### src/hw/rtl/first_fit_unit_allocator_macros.svh
// Assertion helpers shared by the allocator RTL.
// Both expect clk and rst_n in scope.
`ifndef FIRST_FIT_UNIT_ALLOCATOR_MACROS_SVH
`define FIRST_FIT_UNIT_ALLOCATOR_MACROS_SVH

// Same-cycle implication
`define FFUA_ASSERT_IMPL(lbl, ante, cons) \
  lbl: assert property (@(posedge clk) disable iff (!rst_n) (ante) |-> (cons)) \
    else $error("ffua assertion failed");

// Next-cycle implication
`define FFUA_ASSERT_NEXT(lbl, ante, cons) \
  lbl: assert property (@(posedge clk) disable iff (!rst_n) (ante) |=> (cons)) \
    else $error("ffua assertion failed");

`endif

### src/hw/rtl/ffua_pkg.sv
`timescale 1ns / 1ps
package ffua_pkg;

  localparam int SIZE_W    = 11;
  localparam int VALUE_W   = 11;
  localparam int TAG_IN_W  = 10;
  localparam int TAG_MAX_W = 16;
  localparam int MEMSZ_W   = 11;

  localparam int QDEPTH = 2;
  localparam int QPTR_W = 1;
  localparam int QCNT_W = 2;

  localparam logic KIND_ALLOC = 1'b0;
  localparam logic KIND_FREE  = 1'b1;

  localparam logic STATUS_DONE  = 1'b0;
  localparam logic STATUS_NOFIT = 1'b1;

  localparam logic REG_MEM_SIZE = 1'b0;

  typedef enum logic [1:0] {
    OP_ALLOC = 2'd0,
    OP_FREE  = 2'd1,
    OP_NOFIT = 2'd2
  } op_t;

  typedef struct packed {
    op_t                 op;
    logic [SIZE_W-1:0]   size;
    logic [TAG_IN_W-1:0] tag;
  } item_t;

  typedef struct packed {
    logic full;
    logic clearing;
  } front_ctl_t;

endpackage

### src/hw/rtl/ffua_fifo.sv
`timescale 1ns / 1ps
`include "first_fit_unit_allocator_macros.svh"
module ffua_fifo (
  input  logic            clk,
  input  logic            rst_n,
  input  logic            push,
  input  ffua_pkg::item_t push_item,
  output logic            full,
  input  logic            pop,
  output logic            pop_valid,
  output ffua_pkg::item_t pop_item
);
  import ffua_pkg::*;

  item_t             q_mem [QDEPTH];
  logic [QPTR_W-1:0] wr_ptr_r, wr_ptr_nxt;
  logic [QPTR_W-1:0] rd_ptr_r, rd_ptr_nxt;
  logic [QCNT_W-1:0] cnt_r, cnt_nxt;

  assign full      = (cnt_r == QCNT_W'(QDEPTH));
  assign pop_valid = (cnt_r != '0);
  assign pop_item  = q_mem[rd_ptr_r];

  always_comb begin
    wr_ptr_nxt = wr_ptr_r;
    rd_ptr_nxt = rd_ptr_r;
    cnt_nxt    = cnt_r;
    if (push) begin
      wr_ptr_nxt = (wr_ptr_r == QPTR_W'(QDEPTH - 1)) ? '0 : wr_ptr_r + QPTR_W'(1);
    end
    if (pop) begin
      rd_ptr_nxt = (rd_ptr_r == QPTR_W'(QDEPTH - 1)) ? '0 : rd_ptr_r + QPTR_W'(1);
    end
    if (push && !pop) begin
      cnt_nxt = cnt_r + QCNT_W'(1);
    end else if (pop && !push) begin
      cnt_nxt = cnt_r - QCNT_W'(1);
    end
  end

  always_ff @(posedge clk) begin
    if (!rst_n) begin
      wr_ptr_r <= '0;
      rd_ptr_r <= '0;
      cnt_r    <= '0;
    end else begin
      wr_ptr_r <= wr_ptr_nxt;
      rd_ptr_r <= rd_ptr_nxt;
      cnt_r    <= cnt_nxt;
    end
  end

  always_ff @(posedge clk) begin
    if (push) begin
      q_mem[wr_ptr_r] <= push_item;
    end
  end

  `FFUA_ASSERT_IMPL(a_cnt_bound, 1'b1, cnt_r <= QCNT_W'(QDEPTH))
  `FFUA_ASSERT_IMPL(a_no_overflow, push, !full)
  `FFUA_ASSERT_IMPL(a_no_underflow, pop, cnt_r != '0)
  `FFUA_ASSERT_NEXT(a_first_push, push && !pop && cnt_r == '0, cnt_r == QCNT_W'(1))

endmodule

### config.mk
export PLATFORM = sky130hd
export DESIGN_NAME = ffua_fifo
export DESIGN_NICKNAME = d
export VERILOG_FILES = /design/src/hw/rtl/ffua_pkg.sv /design/src/hw/rtl/ffua_fifo.sv
export VERILOG_INCLUDE_DIRS = /design/src /design/src/hw/rtl
export SDC_FILE = /design/constraint.sdc
export NUM_CORES = 1
export LEC_CHECK = 0
export ABC_AREA = 1
export BUFFER_PORTS_ARGS = -buffer_cell sky130_fd_sc_hd__buf_2
export CORE_ASPECT_RATIO = 0.8
export CORE_UTILIZATION = 43
export CTS_CLUSTER_DIAMETER = 100
export CTS_CLUSTER_SIZE = 20
export DETAILED_ROUTE_END_ITERATION = 8
export PLACE_DENSITY_LB_ADDON = 0.08
export SLEW_MARGIN = 20
export SYNTH_ARGS = -nofsm -noshare
export SYNTH_HDL_FRONTEND = slang
export SYNTH_SLANG_ARGS = --single-unit
export TNS_END_PERCENT = 50
### constraint.sdc
create_clock -name clk -period 1.68 [get_ports clk]
set_input_delay 0.168 -clock clk [delete_from_list [all_inputs] [get_ports clk]]
set_output_delay 0.168 -clock clk [all_outputs]
set_load 0.01 [all_outputs]
==> impl_metrics.toml <==
[power]
leakage_nw = 0.9228
ir_worst_vdd_v = 0.0006157
p_total_w = 0.002416
powerDensity_nw_per_um2 = 1038

[yosys]
synth_top_cell_area_share_pct = 73.06
synth_area_leader_cell = "edfxtp_1"
synthCells = 106
yosys_register_bits = 51
synth_area_leaders = "edfxtp_1, mux2_2, dfxtp_1"
syn_avg_cell_area_um2 = 17.84
yosysWarningCount = 0
netlist_area_um2 = 1891
syn_nets = 134
seq_area_frac_synth_pct = 78.36
synth_cell_type_count = 12

[cells_and_area]
final_common_cell = "buf_2"
drive_gt1_share_pct = 51.50
multi_input_area_um2 = 359.1
area_growth_pct = 23.16
seq_area_um2 = 1481
diodes = 0
final_cell_mix = "buf_2, edfxtp_1, mux2_2"
num-fill-cells = 371
final_util_pct = 55.39
nets = 194

[place]
io_buffers = 51
globalplace.congestion = 0.6110
hpwl_mm = 2.027

[timing]
fin_skew_ps = 1.923
fmax_ghz = 0.6485
final_max_slew_viol_count = 0
tightestPinTransition_ps = 377.3
setup_tns_ps = 0
rsz0062_at_grt = "false"
period_share_pct = 91.79
setup_viol = 0
period_minus_slack_ps = 1542
relSlewSlack_pct = 74.82
hold_viol_final = 0

[clocking]
clock-sinks = 51
insertion_delay_ps = 290
cts_buffers = 5
ctsHtreeMaxLevel = 2
clockBufferDepth = 2
root_buffer = "clkbuf_8"
cts_tree = "done"
path_clk_slew_ps = 80

[global_route]
grt_pass1_wl_mm = 4.560
grt_max_degree = 24
grt_pass1_vias = 971
grt_remaining_overflow = 0
grt_util_all_layers_pct = 13.65
antenna_found_initial = 0

[critical_path]
required_ps = 1510
critical_path_arrival_ps = 1370
cp-end-kind = "output pin"
criticalPathCategory = "reg -> out"
cp_max_fo = 23
worst_setup_path_start_kind = "flip-flop"

[die]
die_h_um = 61.31
die_w_um = 76.14
ios = 52
start_util_pct = 44.97
num_rows = 21
dieArea_um2 = 4667
core_area_um2 = 4204

[route]
wl_per_cell_um = 13.27
wl_mm = 2.973
detail-route-antenna-nets = 0
vias = 1048
drc = 0
first_iter_violations = 43
vias_per_cell = 4.679
first_pass_iters = 4

[run_status]
status = "complete, no violations"

[job]
maxCapViolCount = 0

[hold_path]
min-delay-path-class = "in -> reg"
## logic make-up after synthesis
logic type,after synthesis,share of synthesized area [%]
fa+ha+maj,1,0.6617
compound gates,2,0.5289
simple gates,19,3.971
flops,51,78.36
buf+inv,10,2.780
mux,23,13.70
## state kept, by name, summed over array words and instances, names as in the netlist, named ones only
name	cells
cnt_r	2
q_mem	46
rd_ptr_r	1
wr_ptr_r	1
## cell type report
class	count	area share, %
clock buffers	6	3.117
clock inverters	2	0.5373
inverters	8	1.290
multi-input cells	45	15.42
flip-flops and latches	51	63.62
well taps	57	3.063
repair buffers	55	12.95
## Yosys cell counts (all sizes together)
| library cell | number |
|---|---|
| a21oi | 1 |
| buf | 2 |
| dfxtp | 5 |
| edfxtp | 46 |
| ha | 1 |
| inv | 8 |
| mux2 | 23 |
| nand2 | 9 |
| nand3 | 1 |
| nand4 | 1 |
| nor2 | 8 |
| o21ai | 1 |
## worst max-delay path, stage by stage (launching register included)
cell	delay, ps
dfxtp_1	330
buf_6	240
mux2_2	370
buf_2	140
## per-layer routing
layer  track usage, %  wire length (µm)
met5                0                 0
met4            6.593                30
met3            4.148               146
met2            23.77              1490
met1            16.15              1306
## path summary, 6_finish.rpt
check / from / endpoint / slack [ps] / cells after the start
setup / recovery: flip-flop / pop_item[22] / 140 / 3
hold / removal: push_item[15] / q_mem[1][15] / 60 / 1
setup reg to reg: wr_ptr_r / q_mem[1][9] / 420 / 3
hold reg to reg: rd_ptr_r / rd_ptr_r / 510 / 2
## where the power goes
part | switching (W) | leakage, nW | internal [W]
Clock | 0.000368 | 0.0412 | 0.000291
Sequential | 0.0000185 | 0.473 | 0.00146
Combinational | 0.000147 | 0.408 | 0.000133
## stage by stage
step / worst slack [ps] / cell area [µm²] / hold slack [ps] / std cells
6_report: 138.0 / 2328 / 59.67 / 224
5_1_grt: 59.97 / 2328 / 33.14 / 224
4_1_cts: 54.74 / 2325 / 48.24 / 224
3_5_place_dp: 387.8 / 2240 / 359.4 / 216
3_3_place_gp: 392.8 / 2240 / 355.3 / 216
2_1_floorplan: 341.1 / 1893 / 266.9 / 106
## repair_timing
| item | in CTS | in global routing |
|---|---|---|
| hold endpoints to repair | 0 | 0 |
| endpoints found under the setup margin | 0 | 3 |
| buffers inserted | 0 | 0 |
| gates resized for setup | 0 | 1 |
| hold buffers | 0 | 0 |
No activity file was read; power rests on OpenSTA's default activity.
