### config.mk
export PLATFORM = sky130hd
export DESIGN_NAME = ffua_front_flat
export DESIGN_NICKNAME = d
export VERILOG_FILES = /design/src/hw/rtl/first_fit_unit_allocator_macros.svh /design/src/hw/rtl/ffua_pkg.sv /design/src/hw/rtl/ffua_if.sv /design/src/hw/rtl/ffua_front.sv /design/src/flat_wrapper.sv
export SDC_FILE = /design/constraint.sdc
export NUM_CORES = 1
export LEC_CHECK = 0
export ABC_AREA = 1
export BUFFER_PORTS_ARGS = -buffer_cell sky130_fd_sc_hd__buf_2
export CAP_MARGIN = 20
export CORE_UTILIZATION = 38
export DETAILED_ROUTE_END_ITERATION = 16
export GPL_TIMING_DRIVEN = 0
export PLACE_DENSITY = 0.9
export SYNTH_ARGS = -nofsm -noshare
export SYNTH_HDL_FRONTEND = slang
export SYNTH_SLANG_ARGS = --single-unit
### constraint.sdc
create_clock -name vclk -period 2.9
set_clock_uncertainty 0.15 [all_clocks]
set_input_delay 0.435 -clock vclk [all_inputs]
set_output_delay 0.435 -clock vclk [all_outputs]
set_load 0.01 [all_outputs]
### src/hw/rtl/first_fit_unit_allocator_macros.svh
// Assertion helpers shared by the allocator RTL.
// Both expect clk and rst_n in scope.
`ifndef FIRST_FIT_UNIT_ALLOCATOR_MACROS_SVH
`define FIRST_FIT_UNIT_ALLOCATOR_MACROS_SVH

// Same-cycle implication
`define FFUA_ASSERT_IMPL(lbl, ante, cons) \
  lbl: assert property (@(posedge clk) disable iff (!rst_n) (ante) |-> (cons)) \
    else $error("ffua assertion failed");

// Next-cycle implication
`define FFUA_ASSERT_NEXT(lbl, ante, cons) \
  lbl: assert property (@(posedge clk) disable iff (!rst_n) (ante) |=> (cons)) \
    else $error("ffua assertion failed");

`endif

### src/hw/rtl/ffua_pkg.sv
`timescale 1ns / 1ps
package ffua_pkg;

  localparam int SIZE_W    = 11;
  localparam int VALUE_W   = 11;
  localparam int TAG_IN_W  = 10;
  localparam int TAG_MAX_W = 16;
  localparam int MEMSZ_W   = 11;

  localparam int QDEPTH = 2;
  localparam int QPTR_W = 1;
  localparam int QCNT_W = 2;

  localparam logic KIND_ALLOC = 1'b0;
  localparam logic KIND_FREE  = 1'b1;

  localparam logic STATUS_DONE  = 1'b0;
  localparam logic STATUS_NOFIT = 1'b1;

  localparam logic REG_MEM_SIZE = 1'b0;

  typedef enum logic [1:0] {
    OP_ALLOC = 2'd0,
    OP_FREE  = 2'd1,
    OP_NOFIT = 2'd2
  } op_t;

  typedef struct packed {
    op_t                 op;
    logic [SIZE_W-1:0]   size;
    logic [TAG_IN_W-1:0] tag;
  } item_t;

  typedef struct packed {
    logic full;
    logic clearing;
  } front_ctl_t;

endpackage

### src/hw/rtl/ffua_if.sv
`timescale 1ns / 1ps
interface ffua_req_if;
  import ffua_pkg::*;
  logic                valid;
  logic                ready;
  logic                kind;
  logic [SIZE_W-1:0]   alloc_size;
  logic [TAG_IN_W-1:0] owner_tag;
  modport source (output valid, kind, alloc_size, owner_tag, input ready);
  modport sink (input valid, kind, alloc_size, owner_tag, output ready);
endinterface


### src/hw/rtl/ffua_front.sv
`timescale 1ns / 1ps
module ffua_front #(
  parameter int MEM_UNITS = 1024
) (
  ffua_req_if.sink                      in_req,
  input  logic [$clog2(MEM_UNITS+1)-1:0] limit,
  input  ffua_pkg::front_ctl_t          ctl,
  output logic                          push,
  output ffua_pkg::item_t               push_item
);
  import ffua_pkg::*;

  logic nofit;

  // zero or longer than the active unit range can never fit
  assign nofit = (in_req.alloc_size == '0) || (32'(in_req.alloc_size) > 32'(limit));

  assign in_req.ready = !ctl.clearing && !ctl.full;
  assign push         = in_req.valid && in_req.ready;

  always_comb begin
    push_item.size = in_req.alloc_size;
    push_item.tag  = in_req.owner_tag;
    if (in_req.kind == KIND_FREE) begin
      push_item.op = OP_FREE;
    end else if (nofit) begin
      push_item.op = OP_NOFIT;
    end else begin
      push_item.op = OP_ALLOC;
    end
  end

endmodule

### src/flat_wrapper.sv
// flat-port wrapper written by rule: the top's interface ports become plain ports
module ffua_front_flat import ffua_pkg::*;
#(
  parameter int MEM_UNITS = 1024
)
  (limit, ctl, push, push_item, in_req_valid, in_req_kind, in_req_alloc_size, in_req_owner_tag, in_req_ready);
  ffua_req_if in_req_i ();
  input  logic [$clog2(MEM_UNITS+1)-1:0] limit;
  input  ffua_pkg::front_ctl_t ctl;
  output logic push;
  output ffua_pkg::item_t push_item;
  input wire logic [$bits(in_req_i.valid)-1:0] in_req_valid;
  input wire logic [$bits(in_req_i.kind)-1:0] in_req_kind;
  input wire logic [$bits(in_req_i.alloc_size)-1:0] in_req_alloc_size;
  input wire logic [$bits(in_req_i.owner_tag)-1:0] in_req_owner_tag;
  output wire logic [$bits(in_req_i.ready)-1:0] in_req_ready;
  assign in_req_i.valid = in_req_valid;
  assign in_req_i.kind = in_req_kind;
  assign in_req_i.alloc_size = in_req_alloc_size;
  assign in_req_i.owner_tag = in_req_owner_tag;
  assign in_req_ready = in_req_i.ready;
  ffua_front #(.MEM_UNITS(MEM_UNITS)) u_core (.in_req(in_req_i), .limit(limit), .ctl(ctl), .push(push), .push_item(push_item));
endmodule
==> results of run 1 <==
layout make-up:
cell class | instances | area, sq um | share of cell area [%]
plain buffers | 22 | 165 | 20.6
inverters | 19 | 71.3 | 8.91
multi-input cells | 43 | 290 | 36.2
well taps | 15 | 18.8 | 2.34
repair buffers | 51 | 255 | 31.9
power groups by stage:
stage	Sequential (mW)	Clock, mW	Combinational, mW
2_1_floorplan	0	0	0.0668
3_3_place_gp	0	0	0.108
3_5_place_dp	0	0	0.113
4_1_cts	0	0	0.113
5_1_grt	0	0	0.127
6_report	0	0	0.112
cells in the mapped netlist, drive strengths merged:
cell type   n
nand4       1
nor3b       1
a21oi       4
ha         11
nand3       2
inv        19
nand2      18
nor4        2
nor2        2
buf        22
nand3b      1
nor3        1
cell families (layout without fill, tap and decap cells):
| logic type | count (synthesis) | after routing |
|---|---|---|
| AND/OR/NAND/NOR | 28 | 28 |
| adder cells (fa/ha/maj) | 11 | 11 |
| AO/OA/AOI/OAI | 4 | 4 |
| buffers and inverters | 41 | 92 |
worst paths after layout:
kind	endpoint	slack (ns)	startpoint	depth (start not counted)
worst max-delay path	push_item[22]	0.76	in_req_alloc_size[10]	11
worst min-delay path	push_item[9]	0.90	in_req_owner_tag[9]	2
stage by stage:
stage / total power, mW / cell area (sq um)
4_1_cts: 0.113 / 801
6_report: 0.112 / 801
3_5_place_dp: 0.113 / 801
5_1_grt: 0.127 / 801
3_3_place_gp: 0.108 / 801
2_1_floorplan: 0.0668 / 527
metal layers:
metal  routed length [um]  vias up  global-route usage (%)
li1                     -      339                       -
met1                  416      247                    14.2
met2                  680       36                    37.1
met3                  111        0                   0.578
met4                    0        0                       0
met5                    0        -                       0
worst max-delay path, cell delays in order:
cell and delay, ns:
buf_2 0.11, ha_1 0.29, nand2_1 0.07, inv_2 0.06, nand2_2 0.05, nor2_2 0.12, nand2_1 0.06, nand3_1 0.06
nand2_1 0.06, a21oi_2 0.10, buf_2 0.13
==> results_dict.tcl, run 1 <==
set metrics [dict create \
    worstMarginPinSlew_ns 0.262 \
    core_area_sq_um 1300 \
    synth_xor_xnor_area_share_pct 0 \
    critPathRequiredTime_ns 2.32 \
    drt-total-wl_mm 1.21 \
    drc 0 \
    layout.cells.non_filler 150 \
    power_frac_seq_pct 0 \
    yosysUniqueCellTypes 16 \
    setup_slack_ns 0.762 \
    leakage_nw 0.563 \
    post_cts_buffers 0 \
    pwr_density_cell_nw_per_um2 139 \
    p_switching_uw 50.9 \
    synth.top_cell.area_share_pct 31.4 \
    gr-usage-all-layers_pct 15.6 \
    io_buffers 51 \
    pwr-share-clk_pct 0 \
    pin_count 61 \
    crit_arrival_ns 1.55 \
    synth_nets 131 \
    grt_overflow_total 0 \
    synth_compound_area_share_pct 4.51 \
    synthTopCellsByArea "buf_4 (31%), ha_1 (26%), inv_1 (13%)" \
    max_slew_margin_pct 82.4 \
    synth_cells 84 \
    place_ws_ns 0.744 \
    max_cap_viol_count 0 \
    dp_cells 150 \
    synth_top_family_by_area "buffers and inverters" \
    finalCritPeriodShare_pct 73.7 \
    viasPerCell 4.15 \
    hold_ws_ns 0.902 \
    die_y_um 39.2 \
    layout_common_cells "buf_2 (51), buf_4 (22), inv_1 (18)" \
    antenna_found_initial 0 \
    p_comb_share_pct 100.0 \
    switching_share_pct 45.6 \
    num_vias 622 \
    holdBufCountCts 0 \
    antenna_cells 0 \
    dr.pass1.iters 2 \
    critPathKind "input pin to output pin" \
    p_int_uw 60.7 \
    clkbuf_count 0 \
    place_congestion 0.676 \
    dp_hpwl_mm 1.18 \
    maxSlewViolCount 0 \
    fin_setup_tns_ns 0 \
    grt_pass1_wl_mm 1.77 \
    post-route-util_pct 61.5 \
    peakVddDrop_v 0.0000601 \
    wl_per_cell_um 8.05 \
    setup_viol 0 \
    end_kind "output pin" \
    yosys_warnings 0 \
    antenna_left 0 \
    status "finished clean" \
    drt_iter0_drc 3 \
    synthAdderAreaFrac_pct 26.1 \
    hold_viol_final 0 \
    final_common_cell "buf_2" \
    drive_above_1_share_pct 57.0 \
    fmaxAchievable_mhz 468 \
    area_growth_pct 52.0 \
    synth_simple_gate_area_share_pct 24.5 \
    initial_core_util_pct 40.5 \
    min_path_type "input pin to output pin" \
    syn_area_sq_um 527 \
    yosys-mux-area-fraction_pct 0 \
    rows 13 \
    layout.nets 184 \
    dieArea_sq_um 1540 \
    start_kind "input pin" \
    syn_avg_cell_area_sq_um 6.27 \
    ff_latch_area_sq_um 0 \
    period_needed_ns 2.14 \
    ys_seq_area_share_pct 0 \
    grt_start_max_net_pins 4 \
    post_cts_resized 0 \
    grt_pass1_vias 520 \
    n_sequential_cell 0 \
    cp_max_fo 3 \
    num-fill-cells 130 \
    grt_setup_unrepaired "false" \
    synth_top_cell_by_area "buf_4" \
    die_w_um 39.2 \
]
Note: power is estimated with default switching activity, not from simulation.
==> run 2: changes to the inputs <==
CORE_UTILIZATION = 36   (was 38)
PLACE_DENSITY = 0.86   (was 0.9)
clock period = 2.08 ns   (was 2.9 ns; I/O delays follow)
==> run 2 against run 1 <==
Effect of this change: cell count is the same; global-route usage down 1.3 points; power increased by 39%; core utilization shrank 1.5 points; sequential cell count unchanged; critical endpoint unchanged; sequential share of layout area unchanged; first-iteration DRC count is 33% lower; count of clock-buffer cells in the layout stayed put; setup slack worse by 0.59 ns; highest routed layer unchanged; non-clock buffer count unchanged; via count is 1.9% higher.
==> results_dict.tcl, run 2 (synthesized netlist as in run 1, its figures left out) <==
set metrics [dict create \
    setup_slack_ns 0.170 \
    antenna_left 0 \
    wl_per_cell_um 8.09 \
    pwr_density_cell_nw_per_um2 194 \
    dp_hpwl_mm 1.18 \
    rows 13 \
    hold_end "push_item[4]" \
    antenna_found_initial 0 \
    layout_common_cells "buf_2 (51), buf_4 (22), inv_1 (18)" \
    cp.buffers_inverters 3 \
    core_area_sq_um 1330 \
    placed_area_sq_um 801 \
    switching_share_pct 45.6 \
    place_congestion 0.730 \
    dr.pass1.iters 2 \
    pwr-share-clk_pct 0 \
    hp-start "in_req_owner_tag[4]" \
    cp_top_family "simple AND/OR/NAND/NOR gates" \
    die_y_um 40.3 \
    dieArea_sq_um 1620 \
    cpPeakStageDelay_ns 0.30 \
    crit_arrival_ns 1.45 \
    setup_viol 0 \
    hold_depth 2 \
    max_cap_viol_count 0 \
    maxSlewViolCount 0 \
    period_needed_ns 1.91 \
    cp_slowest_cell "ha_1" \
    holdBufCountCts 0 \
    post_cts_buffers 0 \
    p_comb_share_pct 100.0 \
    design_area_sq_um 801 \
    critPathRequiredTime_ns 1.62 \
    hold_viol_final 0 \
    place_ws_ns 0.163 \
    final_common_cell "buf_2" \
    cp_max_fo 3 \
    initial_core_util_pct 39.5 \
    finalCritPeriodShare_pct 91.8 \
    max_slew_margin_pct 81.4 \
    gr-usage-all-layers_pct 14.3 \
    fin_setup_tns_ns 0 \
    clkbuf_count 0 \
    drt_iter0_drc 2 \
    io_buffers 51 \
    drc 0 \
    num_vias 634 \
    leakage_nw 0.563 \
    grt_pass1_wl_mm 1.65 \
    drt-total-wl_mm 1.21 \
    grt_start_max_net_pins 4 \
    crit_path_frequent_cell "nand2_1" \
    grt_pass1_vias 482 \
    area_growth_pct 52.0 \
    ff_latch_area_sq_um 0 \
    min_path_type "input pin to output pin" \
    end_kind "output pin" \
    status "finished clean" \
    pin_count 61 \
    grt_overflow_total 0 \
    start_kind "input pin" \
    peakVddDrop_v 0.000101 \
    p_int_uw 84.6 \
    antenna_cells 0 \
    die_w_um 40.3 \
    critPathKind "input pin to output pin" \
    p_switching_uw 70.9 \
    path_cells "buf_2 -> ha_1 -> nand2_1 -> inv_1 -> nand2_2 -> nor2_2 -> nand2_1 -> nand3_1 -> nand2_1 -> a21oi_2 -> buf_2" \
    n_sequential_cell 0 \
    hold_ws_ns 0.657 \
    grt_setup_unrepaired "false" \
    post_cts_resized 0 \
    num-fill-cells 133 \
    worstMarginPinSlew_ns 0.276 \
    fmaxAchievable_mhz 523 \
    layout.nets 184 \
    power_frac_seq_pct 0 \
    drive_above_1_share_pct 57.0 \
    viasPerCell 4.23 \
]
run 2: cell counts in the layout (fill, tap and decap cells not counted):
Identical to the previous run, type by type.
run 2: cell type report:
| cell class | count | area (sq um) | area share (%) |
|---|---|---|---|
| repair buffers | 51 | 255 | 31.9 |
| inverters | 19 | 71.3 | 8.91 |
| multi-input cells | 43 | 290 | 36.2 |
| plain buffers | 22 | 165 | 20.6 |
| well taps | 15 | 18.8 | 2.34 |
run 2: worst max path at each step:
stage,startpoint,endpoint,cells after the start
4_1_cts,in_req_alloc_size[8],push_item[22],11
3_5_place_dp,in_req_alloc_size[8],push_item[22],11
2_1_floorplan,limit[10],push_item[22],10
5_1_grt,in_req_alloc_size[6],push_item[22],11
6_report,in_req_alloc_size[8],push_item[22],11
3_3_place_gp,in_req_alloc_size[10],push_item[22],11
run 2: power groups by stage:
stage / combinational, mW / sequential, mW / clock (mW)
after detailed placement: 0.157 / 0 / 0
final: 0.156 / 0 / 0
after global placement: 0.150 / 0 / 0
after CTS: 0.158 / 0 / 0
after floorplan: 0.0932 / 0 / 0
after global routing: 0.177 / 0 / 0
run 2: layer usage:
layer / track usage [%] / vias up / share of wire (%)
met5: 0 / - / 0
li1: - / 340 / -
met1: 14.0 / 263 / 34
met2: 32.3 / 31 / 57
met3: 1.11 / 0 / 8.4
met4: 0.833 / 0 / 0
run 2: stage by stage:
stage                     total power, mW  instances  util, %
after floorplan                    0.0932         84        -
after global placement              0.150        150     60.0
after detailed placement            0.157        150     60.0
after CTS                           0.158        150     60.0
after global routing                0.177        150     60.0
final                               0.156        150     60.0
==> run 3: changes to the inputs <==
ABC_CLOCK_PERIOD_IN_PS = 2080   (was unset)
GPL_TIMING_DRIVEN = unset   (was 0)
==> run 3 against run 2 <==
Effect of this change: setup slack gained 0.022 ns; power shrank 31%; core utilization shrank 16 points; global-route usage shrank 2.0 points; design area shrank 27%.
==> results_dict.tcl, run 3 (synthesized netlist as in run 1, its figures left out) <==
set metrics [dict create \
    status "finished clean" \
    area_growth_pct 11.2 \
    maxSlewViolCount 0 \
    gr-usage-all-layers_pct 12.3 \
    max_cap_viol_count 0 \
    drive_above_1_share_pct 43.7 \
    io_buffers 41 \
    hold_end "push_item[0]" \
    initial_core_util_pct 39.5 \
    setup_viol 0 \
    hold_depth 0 \
    grt_start_max_net_pins 4 \
    rows 13 \
    cp_max_fo 3 \
    holdBufCountCts 0 \
    setup_slack_ns 0.192 \
    peakVddDrop_v 0.0000836 \
    hold_viol_final 0 \
    pin_count 61 \
    layout.nets 152 \
    end_kind "output pin" \
    post_cts_buffers 0 \
    min_path_type "input pin to output pin" \
    placed_area_sq_um 586 \
    critPathRequiredTime_ns 1.62 \
    max_slew_margin_pct 80.9 \
    dp_hpwl_um 904 \
    viasPerCell 4.30 \
    drt-total-wl_um 951 \
    place_ws_ns 0.175 \
    place_congestion 0.768 \
    drc 0 \
    grt_pass1_vias 397 \
    antenna_cells 0 \
    final_common_cell "buf_2" \
    met1_length_um 395 \
    design_area_sq_um 586 \
    drt_iter0_drc 2 \
    pwr_density_cell_nw_per_um2 185 \
    met3WireLength_um 83 \
    grt_pass1_wl_mm 1.45 \
    antenna_found_initial 0 \
    hp-start "in_req_owner_tag[0]" \
    top_layer "met3" \
    antenna_left 0 \
    fmaxAchievable_mhz 530 \
    leakage_nw 0.418 \
    start_kind "input pin" \
    grt_setup_unrepaired "false" \
    n_sequential_cell 0 \
    core_area_sq_um 1330 \
    dr.pass1.iters 4 \
    post-route-util_pct 43.9 \
    die_y_um 40.3 \
    hold_ws_ns 0.474 \
    die_w_um 40.3 \
    wl_per_cell_um 8.06 \
    crit_arrival_ns 1.43 \
    clkbuf_count 0 \
    layout_common_cells "buf_2 (41), inv_1 (18), nand2_1 (17)" \
    num-fill-cells 160 \
    post_cts_resized 0 \
    num_vias 507 \
    ff_latch_area_sq_um 0 \
    period_needed_ns 1.89 \
    fin_setup_tns_ns 0 \
    critPathKind "input pin to output pin" \
    dr_wl_met2_um 471 \
    grt_overflow_total 0 \
    dieArea_sq_um 1620 \
    worstMarginPinSlew_ns 0.283 \
    finalCritPeriodShare_pct 90.8 \
]
run 3: cell count changes in the layout (fill, tap and decap cells not counted):
cell,change
buf_2,-10
buf_4,-22
run 3: worst max-delay path by stage:
stage	from	to	slack, ns	cells after the start
finish	in_req_alloc_size[8]	push_item[22]	0.19	11
detailed placement	in_req_alloc_size[10]	push_item[22]	0.18	11
CTS	in_req_alloc_size[10]	push_item[22]	0.17	11
global route	in_req_alloc_size[6]	push_item[22]	0.03	11
global placement	in_req_alloc_size[8]	push_item[22]	0.22	11
floorplan	limit[10]	push_item[22]	0.43	10
run 3: critical path, cell delays in order:
cell and delay, ns:
buf_2 0.11, ha_1 0.29, nand2_1 0.05, inv_1 0.06, nand2_2 0.06, nor2_2 0.12
nand2_1 0.06, nand3_1 0.06, nand2_1 0.06, a21oi_2 0.11, buf_2 0.13
run 3: per-stage QoR:
step | cells | total power, mW
finish | 118 | 0.108
global route | 118 | 0.126
floorplan | 84 | 0.0932
CTS | 118 | 0.110
global placement | 118 | 0.107
detailed placement | 118 | 0.110
run 3: power breakdown:
group / internal [mW] / total (mW) / switching (mW)
combinational: 0.0520 / 0.108 / 0.0561
sequential: 0 / 0 / 0
clock: 0 / 0 / 0
total: 0.0520 / 0.108 / 0.0561
run 3: area by class of cell:
type / instances / area [sq um] / area share [%]
multi-input cells: 43 / 290 / 49.6
repair buffers: 41 / 205 / 35.0
inverters: 19 / 71.3 / 12.2
well taps: 15 / 18.8 / 3.21
run 3: per-layer routing:
metal,GRT usage (%),vias to the layer above
met2,24.6,19
met5,0,-
met3,0,0
met4,0,0
met1,15.3,212
li1,-,276
